### config.mk
export PLATFORM = sky130hd
export DESIGN_NAME = huf_front
export DESIGN_NICKNAME = d
export VERILOG_FILES = /design/src/rtl/huf_pkg.sv /design/src/rtl/huf_front.sv
export SDC_FILE = /design/constraint.sdc
export NUM_CORES = 1
export LEC_CHECK = 0
export BUFFER_PORTS_ARGS = -buffer_cell sky130_fd_sc_hd__buf_2
export CAP_MARGIN = 10
export CORE_MARGIN = 10
export CORE_UTILIZATION = 35
export DETAILED_ROUTE_END_ITERATION = 12
export GPL_TIMING_DRIVEN = 0
export PLACE_DENSITY = 0.67
export SLEW_MARGIN = 10
export SYNTH_ARGS = -nofsm -noshare
export SYNTH_HDL_FRONTEND = slang
export SYNTH_SLANG_ARGS = --single-unit
export TNS_END_PERCENT = 5
### constraint.sdc
create_clock -name vclk -period 3.35
set_input_delay 0.67 -clock vclk [all_inputs]
set_output_delay 0.67 -clock vclk [all_outputs]
set_load 0.05 [all_outputs]
### src/rtl/huf_pkg.sv
// Shared types and constants for the code-tree decoder.
// No dependencies; imported by every module of the block.
package huf_pkg;

  // Default sizes of the node store and of the longest code.
  localparam int MAX_NODES_DEF    = 512;
  localparam int MAX_CODE_LEN_DEF = 32;

  // Widths of the fixed payload fields.
  localparam int SYM_W  = 8;
  localparam int CODE_W = 32;
  localparam int LEN_W  = 6;

  // Operation codes carried in the func field.
  localparam logic [1:0] FUNC_CLEAR  = 2'd0;
  localparam logic [1:0] FUNC_LOAD   = 2'd1;
  localparam logic [1:0] FUNC_DECODE = 2'd2;
  localparam logic [1:0] FUNC_NONE   = 2'd3;

  // Queue between the front and the back.
  localparam int QUEUE_DEPTH = 2;

  // One classified item as it waits in the queue.
  typedef struct packed {
    logic [1:0]        func;
    logic [SYM_W-1:0]  symbol;
    logic [CODE_W-1:0] code;     // first code bit at the top position
    logic [LEN_W-1:0]  eff_len;  // clipped code length
    logic              bit_req;
    logic              eos;
  } op_t;

endpackage

### src/rtl/huf_front.sv
// Front part of the code-tree decoder: takes input items and classifies them.
// Clips the code length and left-aligns the code of load items. Depends on huf_pkg.
module huf_front #(
  parameter int MAX_CODE_LEN = huf_pkg::MAX_CODE_LEN_DEF
) (
  input  logic                      in_valid,
  output logic                      in_ready,
  input  logic [1:0]                in_func,
  input  logic [huf_pkg::SYM_W-1:0] in_symbol,
  input  logic [huf_pkg::CODE_W-1:0] in_code_bits,
  input  logic [huf_pkg::LEN_W-1:0] in_code_length,
  input  logic                      in_bit_req,
  input  logic                      in_end_of_stream,
  input  logic                      q_ready,
  output logic                      q_push,
  output huf_pkg::op_t              q_op
);
  import huf_pkg::*;

  localparam int LEN_LIM = (MAX_CODE_LEN < CODE_W) ? MAX_CODE_LEN : CODE_W;

  logic [LEN_W-1:0] eff_len;

  // The effective length is bounded by the longest code and by the code word.
  assign eff_len = (in_code_length > LEN_W'(LEN_LIM)) ? LEN_W'(LEN_LIM) : in_code_length;

  // Handshake: an item goes straight into the queue when it has room.
  assign in_ready = q_ready;
  assign q_push   = in_valid & q_ready;

  // Build the queue entry; a load code is shifted so its first bit sits on top, other codes are zero.
  always_comb begin
    q_op.func    = in_func;
    q_op.symbol  = in_symbol;
    q_op.eff_len = eff_len;
    q_op.bit_req = in_bit_req;
    q_op.eos     = in_end_of_stream;
    if (in_func == FUNC_LOAD) begin
      q_op.code = in_code_bits << (LEN_W'(CODE_W) - eff_len);
    end else begin
      q_op.code = '0;
    end
  end

endmodule

==> impl_metrics.yaml <==
cts:
  cts_hold_buf: 0
layout:
  multiInputGateArea_um2: 2300
  layoutNonFillerInstCount: 449
  seqCellArea_um2: 0
  fin_util_pct: 63.6
  clkbuf_count: 0
  antenna_cells: 0
  nFillCells: 484
  drive_above_1_share_pct: 69.2
  syn_to_final_growth_pct: 74.0
  seq_cell_count: 0
  nets: 432
drt:
  routed_wl_um: 9290
  drcViolationCount: 0
  initialDrtViolationCount: 239
  wl_per_cell_um: 20.7
  ant_nets: 0
  drt-pass1-iter-count: 4
  vias: 2609
  routed_via_density: 5.81
power:
  power_leakage_nw: 1.58
  vdd_drop_max_mv: 0.111
  power_density_nw_per_um2: 255
  power_mw: 0.905
placement:
  dp_cells: 424
  place_ws_ns: -0.591
  hpwl_um: 7090
  place.port_buffers: 94
  gp_congestion: 0.933
synthesis:
  synth.cell_area_um2: 2040
  synth_area_per_cell_um2: 7.90
  ys_seq_area_share_pct: 0
  netlist_instances: 258
  synth.distinct_cells: 45
  yosysWarnings: 0
  synthesis.nets: 311
status:
  status: "complete, but fails checks"
  failed_checks: "negative setup slack"
timing:
  tns_ns: -0.859
  fin_ws_ns: -0.109
  finalHoldViolations: 0
  max_freq_mhz: 289
  rsz0062_at_grt: "true"
  period_needed_ns: 3.46
  fin_crit_sh_pct: 103
  worst_pin_slew_ns: 0.672
  relSlewSlack_pct: 55.2
  drv_slew: 0
  setup_violations: 14
grt:
  overflow: 0
  grt_pass1_vias: 2707
  grt_max_degree: 11
  antenna_found_initial: 0
  grt_usage_pct: 18.7
  grt_pass1_wl_um: 14000
setup_path:
  worstSetupPathType: "input pin to output pin"
  cp_slowest_stage_delay_ns: 0.38
  cp-end-kind: "output pin"
  arrival_ns: 2.79
  cp_max_fo: 5
  critPathLaunchType: "input pin"
  path_delay_family: "multiplexers"
  crit_required_ns: 2.68
  cp_slowest_cell: "mux4_2"
  crit_path_cell_trace: "buf_8, nand2b_4, clkbuf_16, ha_4, xnor2_4, buf_6, mux4_2, mux2i_4, nand2_2, a32o_2, buf_6"
  path_buf_inv: 4
  critPathMostFrequentCell: "buf_6"
min_path:
  hold_path_class: "input pin to output pin"
  hold_depth: 2
  min_from: "in_symbol[2]"
  hold_path_end: "q_op[42]"
floorplan:
  die_y_um: 96.3
  initial_core_util_pct: 36.5
  core_area_um2: 5570
  die_w_um: 96.3
  boundaryPins: 104
  die_area_um2: 9270
  row_count: 27
job:
  maxCapViolCount: 0
==> final cells by class <==
| type | instances | area share [%] |
|---|---|---|
| Tap cell | 72 | 2.54 |
| Multi-Input combinational cell | 218 | 65.0 |
| Buffer | 33 | 8.15 |
| Inverter | 5 | 0.812 |
| Timing Repair Buffer | 121 | 23.5 |
==> worst max path at each step <==
stage                           start       end  cells past startpoint
finish              in_code_length[5]  q_op[33]                     11
detailed placement  in_code_length[5]  q_op[30]                     12
global placement    in_code_length[5]  q_op[30]                     12
floorplan           in_code_length[5]  q_op[37]                     10
global route        in_code_length[5]  q_op[39]                     12
CTS                 in_code_length[5]  q_op[34]                     12
==> cells in the final DEF (no fill, tap or decap), drive strengths merged, types with 2 or more instances in the layout <==
| master | n |
|---|---|
| mux2i | 46 |
| o22ai | 8 |
| nand2 | 36 |
| mux2 | 5 |
| and2 | 4 |
| o21ai | 6 |
| a32o | 3 |
| clkbuf | 7 |
| buf | 147 |
| a22o | 2 |
| xnor2 | 2 |
| mux4 | 19 |
| o22a | 2 |
| inv | 5 |
| a211oi | 4 |
| nor2b | 4 |
| a21oi | 14 |
| a2bb2oi | 2 |
| nand3 | 17 |
| or3 | 2 |
| o311ai | 2 |
| nor2 | 20 |
| nand2b | 3 |
| and3 | 5 |
==> cells in the mapped netlist, types with 3 or more instances <==
master / instances / area, um2
and2_1: 4 / 25.0
buf_2: 7 / 35.0
a211oi_1: 3 / 22.5
o22ai_1: 8 / 50.1
clkbuf_1: 8 / 30.0
a32o_1: 3 / 30.0
and3_1: 5 / 31.3
nand2b_1: 3 / 18.8
mux2_2: 4 / 45.0
nand2_1: 36 / 135
nand3_1: 17 / 85.1
mux4_2: 19 / 428
buf_4: 15 / 113
a21oi_1: 14 / 70.1
nor2_1: 20 / 75.1
o21ai_1: 4 / 20.0
nor2b_1: 4 / 25.0
mux2i_1: 46 / 460
buf_6: 3 / 33.8
==> cells by family after synthesis <==
| group | count (synthesis) | synth area share [%] |
|---|---|---|
| xor gates and xnor gates | 2 | 1.60 |
| AOI/OAI and AO/OA | 50 | 17.3 |
| adders and majority gates | 1 | 0.614 |
| muxes | 70 | 46.4 |
| and+or+nand+nor | 95 | 21.6 |
| buffers and inverters | 40 | 12.6 |
==> metal layers <==
| metal | GRT usage (%) | vias up | wire length, um |
|---|---|---|---|
| met3 | 2.65 | 10 | 826 |
| met4 | 1.82 | 0 | 92 |
| li1 | - | 1211 | - |
| met2 | 34.5 | 124 | 4770 |
| met1 | 23.1 | 1264 | 3600 |
| met5 | 0 | - | 0 |
==> power breakdown <==
group | leakage [nW] | internal [mW] | switching, mW | total (mW)
registers | 0 | 0 | 0 | 0
clock network | 0 | 0 | 0 | 0
logic | 1.58 | 0.386 | 0.519 | 0.905
==> per-stage QoR <==
| step | hold WS [ns] | instance area, um2 |
|---|---|---|
| floorplan | 1.51 | 2300 |
| global placement | 1.64 | 2870 |
| detailed placement | 1.64 | 2870 |
| CTS | 1.64 | 3410 |
| global route | 1.65 | 3540 |
| finish | 1.64 | 3540 |
==> repair_timing <==
item,4_1_cts,5_1_grt
setup buffers,22,5
gates resized for setup,97,30
endpoints found under the setup margin,32,32
pin swaps,10,4
gates cloned,1,0
(Power assumes the default switching activity.)
