**config.mk**
```make
export PLATFORM = sky130hd
export DESIGN_NAME = huf_queue
export DESIGN_NICKNAME = d
export VERILOG_FILES = /design/src/rtl/huf_pkg.sv /design/src/rtl/huf_queue.sv
export SDC_FILE = /design/constraint.sdc
export NUM_CORES = 1
export LEC_CHECK = 0
export ABC_AREA = 1
export BUFFER_PORTS_ARGS = -buffer_cell sky130_fd_sc_hd__buf_2
export CAP_MARGIN = 10
export CORE_MARGIN = 4
export CORE_UTILIZATION = 45
export CTS_CLUSTER_SIZE = 30
export DETAILED_ROUTE_END_ITERATION = 7
export GPL_TIMING_DRIVEN = 0
export PLACE_DENSITY = 0.8
export SLEW_MARGIN = 25
export SYNTH_ARGS = -nofsm -noshare
export SYNTH_HDL_FRONTEND = slang
export SYNTH_SLANG_ARGS = --single-unit
```
**constraint.sdc**
```tcl
create_clock -name clk -period 3.6 [get_ports clk]
set_input_delay 0 -clock clk [delete_from_list [all_inputs] [get_ports clk]]
set_output_delay 0 -clock clk [all_outputs]
set_load 0.01 [all_outputs]
```
**src/rtl/huf_pkg.sv**
```systemverilog
// Shared types and constants for the code-tree decoder.
// No dependencies; imported by every module of the block.
package huf_pkg;

  // Default sizes of the node store and of the longest code.
  localparam int MAX_NODES_DEF    = 512;
  localparam int MAX_CODE_LEN_DEF = 32;

  // Widths of the fixed payload fields.
  localparam int SYM_W  = 8;
  localparam int CODE_W = 32;
  localparam int LEN_W  = 6;

  // Operation codes carried in the func field.
  localparam logic [1:0] FUNC_CLEAR  = 2'd0;
  localparam logic [1:0] FUNC_LOAD   = 2'd1;
  localparam logic [1:0] FUNC_DECODE = 2'd2;
  localparam logic [1:0] FUNC_NONE   = 2'd3;

  // Queue between the front and the back.
  localparam int QUEUE_DEPTH = 2;

  // One classified item as it waits in the queue.
  typedef struct packed {
    logic [1:0]        func;
    logic [SYM_W-1:0]  symbol;
    logic [CODE_W-1:0] code;     // first code bit at the top position
    logic [LEN_W-1:0]  eff_len;  // clipped code length
    logic              bit_req;
    logic              eos;
  } op_t;

endpackage

```
**src/rtl/huf_queue.sv**
```systemverilog
// Short queue of classified items between the front and the back.
// Depends on huf_pkg for the entry type and depth.
module huf_queue (
  input  logic         clk,
  input  logic         rst_n,
  input  logic         push,
  input  huf_pkg::op_t push_op,
  output logic         push_ready,
  input  logic         pop,
  output logic         pop_valid,
  output huf_pkg::op_t pop_op
);
  import huf_pkg::*;

  localparam int AW = $clog2(QUEUE_DEPTH);
  localparam int CW = $clog2(QUEUE_DEPTH + 1);

  op_t           entry_r [QUEUE_DEPTH];
  logic [AW-1:0] wr_ptr_r, wr_ptr_nxt;
  logic [AW-1:0] rd_ptr_r, rd_ptr_nxt;
  logic [CW-1:0] count_r, count_nxt;

  assign push_ready = (count_r != CW'(QUEUE_DEPTH));
  assign pop_valid  = (count_r != '0);
  assign pop_op     = entry_r[rd_ptr_r];

  // Pointer and fill bookkeeping.
  always_comb begin
    wr_ptr_nxt = wr_ptr_r;
    rd_ptr_nxt = rd_ptr_r;
    count_nxt  = count_r;
    if (push && push_ready) begin
      wr_ptr_nxt = (wr_ptr_r == AW'(QUEUE_DEPTH - 1)) ? '0 : wr_ptr_r + 1'b1;
    end
    if (pop && pop_valid) begin
      rd_ptr_nxt = (rd_ptr_r == AW'(QUEUE_DEPTH - 1)) ? '0 : rd_ptr_r + 1'b1;
    end
    if ((push && push_ready) && !(pop && pop_valid)) begin
      count_nxt = count_r + 1'b1;
    end else if (!(push && push_ready) && (pop && pop_valid)) begin
      count_nxt = count_r - 1'b1;
    end
  end

  always_ff @(posedge clk) begin
    if (!rst_n) begin
      wr_ptr_r <= '0;
      rd_ptr_r <= '0;
      count_r  <= '0;
    end else begin
      wr_ptr_r <= wr_ptr_nxt;
      rd_ptr_r <= rd_ptr_nxt;
      count_r  <= count_nxt;
    end
  end

  // Entry storage needs no reset.
  always_ff @(posedge clk) begin
    if (push && push_ready) begin
      entry_r[wr_ptr_r] <= push_op;
    end
  end

endmodule

```
==> flow_summary.ini, run 1 <==
[detailed_routing]
vias = 2235
wl_per_cell_um = 15.6
drt-total-wl_um = 7440
route.detailed.drc = 0
drt_iter0_markers = 62
drt_first_pass_iters = 5
via_per_inst = 4.69
antenna_left = 0

[die]
die_h_um = 104
dieWidth_um = 104
io_pins = 106
start_util_pct = 46.6
rows = 34
core_area_um2 = 8810
die_area_um2 = 10700

[pwr]
irDropWorstVdd_mv = 0.386
power_uw = 3350
power_density_nw_per_um2 = 599
leakagePower_uw = 0.00224

[synth]
yosys.area.top_type = edfxtp_1
yosysSeqAreaShare_pct = 75.6
synth_cell_types = 14
ys_seq_elements = 105
synth_edf_count = 100
synth_cells = 193
netlist.area_leader.share_pct = 73.1
ys_top_cells_by_area = edfxtp_1, mux2_4, buf_12
netlist_area_um2 = 4110
synth_ff_type = edfxtp_1
synthArstFlopShare_pct = 0
synth_nets = 248
yosys-top-cells-count = edfxtp_1, mux2_4, nand2_1
syn_avg_cell_area_um2 = 21.3
synthMostInstantiatedCell = edfxtp_1
yosys_warnings = 0

[critical_path]
critPathMaxFanout = 22
reg2reg_depth = 6
critical_path.endpoint_type = register
required_ns = 3.66
startpoint_type = register
arrival_ns = 1.98
crit_type = register to register

[timing]
slew_viol_final = 0
max_slew.worst_pin.slew_ns = 0.540
fin_skew_ns = 0.0145
period_needed_ns = 1.93
finalSetupViolCount = 0
fmax_mhz = 519
timing.hold.ws_ns = 0.0791
tns_ns = 0
slew-limit-headroom_pct = 63.9
period_share_pct = 53.5
finalHoldViolations = 0
rsz0062_at_grt = false

[clock_tree]
cts_buffer_depth = 2
cts_max_level = 3
cts_root_buffer = clkbuf_8
cts_sinks = 105
clk_pin_slew_ns = 0.09
cts_tree = built
cts_made_buffers = 9
worstSkewPairLatency_ns = 0.36

[status]
status = complete, no violations

[final_layout]
diodes = 0
synthToLayoutAreaGrowth_pct = 36.3
nNetsFinal = 419
fin_cells = 477
drive_above_1_share_pct = 49.1
utilization_pct = 63.5

[global_route]
grt_max_degree = 23
grt_pass1_vias = 2433
grt_overflow = 0
grt_pass1_wl_um = 12000
grt_util_all_layers_pct = 14.2
antenna_found_initial = 0

[place]
gp_congestion = 0.669
dp_hpwl_um = 4860
io_buffers = 105
dp_cells = 410

[min_path]
hold_path_class = input pin to register
whs_path_depth = 4

[job]
cap_violations = 0
registers in the layout, summed over array words and instances (netlist names), named ones only:
name      flops
count_r       2
wr_ptr_r      1
entry_r     100
rd_ptr_r      1
metal layers:
layer,GRT usage (%),routed length (um)
met1,15.8,3040
met2,25.9,3990
met3,4.91,388
met4,3.51,25
met5,0,0
final timing paths:
check              from             end  slack [ns]
min                 pop        register        0.08
min reg2reg    rd_ptr_r        register        0.51
max          count_r[0]  entry_r[1][28]        1.67
max reg2reg  count_r[0]  entry_r[1][28]        1.67
logic make-up after synthesis:
family          synth area share (%)
mux                             18.3
flops                           75.6
buf+inv                         3.44
fa+ha+maj                      0.305
compound gates                 0.549
simple gates                    1.83
where the power goes:
group          internal, uW  switching [uW]  total, uW  leakage (uW)
registers              1540            51.3       1590      0.000974
logic                   571             482       1050       0.00117
clock network           325             383        708     0.0000909
through the flow:
stage                     setup WS (ns)  cell area [um2]
after floorplan                   0.407             4110
after global placement           -0.706             4770
after detailed placement           1.65             4890
after CTS                          1.65             5600
after global routing               1.54             5600
final                              1.67             5600
what timing repair did:
action / CTS / global route
hold buffers: 51 / 0
endpoints found under the hold margin: 105 / 0
buffers inserted: 0 / 0
resized for setup: 0 / 0
setup endpoints to repair: 0 / 0
final cells by class:
| class | count | area [um2] |
|---|---|---|
| plain buffers | 6 | 111 |
| clock buffers | 10 | 128 |
| clock inverters | 6 | 66.3 |
| fillers | 618 | 3210 |
| inverters | 8 | 30.0 |
| multi-input cells | 74 | 876 |
| flip-flops and latches | 105 | 3100 |
| well taps | 108 | 135 |
| repair buffers | 160 | 1150 |
critical path, stage by stage (launching register included):
cell and delay (ns):
dfxtp_1 0.38, inv_1 0.11, nand2_1 0.08, nand2_1 0.16, nor2_4 0.47, buf_16 0.22
buf_16 0.18
cell usage in the layout (no fill, tap or decap), drive strengths merged:
master         n
clkinv         1
clkinvlp       2
dfxtp          5
edfxtp       100
dlygate4sd3   51
nand4          1
o21ai          2
nor2           8
ha             1
nand3          1
nand2          9
o21a           1
inv           10
clkbuf        10
mux2          50
bufinv         1
a21oi          1
buf          115
Note: power is estimated with default switching activity, not from simulation.
==> inputs of run 2 (changes only) <==
==> constraint.sdc (replaced) <==
create_clock -name clk -period 1.9 [get_ports clk]
set_input_delay 0 -clock clk [delete_from_list [all_inputs] [get_ports clk]]
set_output_delay 0 -clock clk [all_outputs]
set_load 0.01 [all_outputs]
==> flow_summary.ini, run 2 (same netlist as run 1, synthesis figures left out) <==
[die]
die_h_um = 104
die_area_um2 = 10700
rows = 34
dieWidth_um = 104
core_area_um2 = 8810
start_util_pct = 46.6
io_pins = 106

[final_layout]
drive_above_1_share_pct = 49.6
final_common_cell = buf_2
reg_top3 = entry_r x100, count_r x2
mostFrequentLayoutCells = buf_2, edfxtp_1, dlygate4sd3_1
largest_reg_flops = 100
synthToLayoutAreaGrowth_pct = 36.5
top_register = entry_r
fin_cells = 478
nNetsFinal = 419

[critical_path]
worst-path-buf-inv = 2
cpMostUsedCell = nand2_1
arrival_ns = 1.75
reg2reg_depth = 5
cp_cell_sequence = inv_1 > nand2_1 > nand2_1 > nor2_4 > buf_16
required_ns = 1.96
startpoint_type = register
critical_path.endpoint_type = register
crit_type = register to register
crit_path_top_delay_cell = nor2_4
path_delay_family = simple AND/OR/NAND/NOR gates
cp.depth = 5
slowest_delay_ns = 0.43
critPathMaxFanout = 23

[pwr]
internal-power_uw = 4620
seqPwrFrac_pct = 47.2
irDropWorstVdd_mv = 0.759
power_uw = 6380
clock_power_share_pct = 21.6
leakagePower_uw = 0.00225
swShare_pct = 27.5
p_sw_uw = 1760
power_density_nw_per_um2 = 1140
combPwrFrac_pct = 31.1

[global_route]
grt_util_all_layers_pct = 14.3
grt_max_degree = 24
grt_pass1_wl_um = 12100
grt_overflow = 0
antenna_found_initial = 0
grt_pass1_vias = 2477

[clock_tree]
cts_buffer_depth = 2
worstSkewPairLatency_ns = 0.36
cts_made_buffers = 9
cts_root_buffer = clkbuf_8
cts_sinks = 105
cts_max_level = 3
cts_tree = built
clk_pin_slew_ns = 0.10

[detailed_routing]
drt_first_pass_iters = 4
route.detailed.drc = 0
via_per_inst = 4.65
drt-total-wl_um = 7390
drt_iter0_markers = 56
wl_per_cell_um = 15.5
vias = 2224
antenna_left = 0

[timing]
finalSetupViolCount = 0
slew-limit-headroom_pct = 68.3
period_needed_ns = 1.69
fmax_mhz = 590
max_slew.worst_pin.slew_ns = 0.475
period_share_pct = 89.2
fin_skew_ns = 0.00997
finalHoldViolations = 0
rsz0062_at_grt = false
slew_viol_final = 0
timing.hold.ws_ns = 0.100

[min_path]
hold_path_class = input pin to register
whs_path_depth = 4

[place]
dp_hpwl_um = 4860
io_buffers = 105
dp_cells = 410
gp_congestion = 0.621

[job]
cap_violations = 0

[status]
status = complete, no violations
[run 2: changes by cell type in the layout (fill, tap and decap cells not counted), sizes merged]
cell / delta
clkinvlp: -1
clkbuf: -1
diode: +1
inv: +1
clkinv: +1
[run 2: per-stage QoR]
| stage | cell area [um2] | TNS, ns | util, % | setup WS (ns) |
|---|---|---|---|---|
| 6_report | 5610 | 0 | 63.7 | 0.206 |
| 5_1_grt | 5600 | 0 | 63.6 | 0.0730 |
| 4_1_cts | 5600 | 0 | 63.6 | 0.194 |
| 3_5_place_dp | 4890 | 0 | 55.5 | 0.202 |
| 3_3_place_gp | 4770 | -109.23 | 54.2 | -1.10 |
| 2_1_floorplan | 4110 | -47.63 | - | -0.476 |
[run 2: per-layer routing]
metal / up-vias / share of wire (%) / track usage, %
met4: 0 / 1.4 / 4.75
met5: - / 0 / 0
met3: 10 / 5.7 / 5.04
met2: 72 / 55 / 26.5
li1: 1074 / - / -
met1: 1068 / 38 / 15.0
[run 2: area by class of cell]
type	count	area [um2]
inverters	8	30.0
fillers	635	3200
repair buffers	160	1150
multi-input cells	74	876
clock buffers	9	124
well taps	108	135
clock inverters	7	77.6
flip-flops and latches	105	3100
diodes	1	2.50
plain buffers	6	111
[run 2: worst paths after layout]
check                         to  slack, ns       start
setup reg to reg  entry_r[1][15]       0.21  count_r[0]
hold reg to reg         rd_ptr_r       0.55    rd_ptr_r
hold / removal          rd_ptr_r        0.1         pop
setup / recovery  entry_r[1][15]       0.21  count_r[0]
[run 2: power by group through the flow]
stage	combinational [uW]	clock, uW	sequential (uW)
finish	1990	1380	3010
global placement	1780	0	3070
global route	2140	1530	3040
CTS	2030	1420	3020
detailed placement	1940	0	3070
floorplan	1270	0	3050
[run 2: worst register-to-register path, cell delays in order, from the launching register on]
cell     delay [ns]
dfxtp_1        0.37
inv_1          0.10
nand2_1        0.08
nand2_1        0.17
nor2_4         0.43
buf_16         0.24
[run 2: what timing repair did]
item                      CTS  global route
hold endpoints to repair  105             0
setup buffers               0             0
resized for setup           0             0
hold buffers               51             0
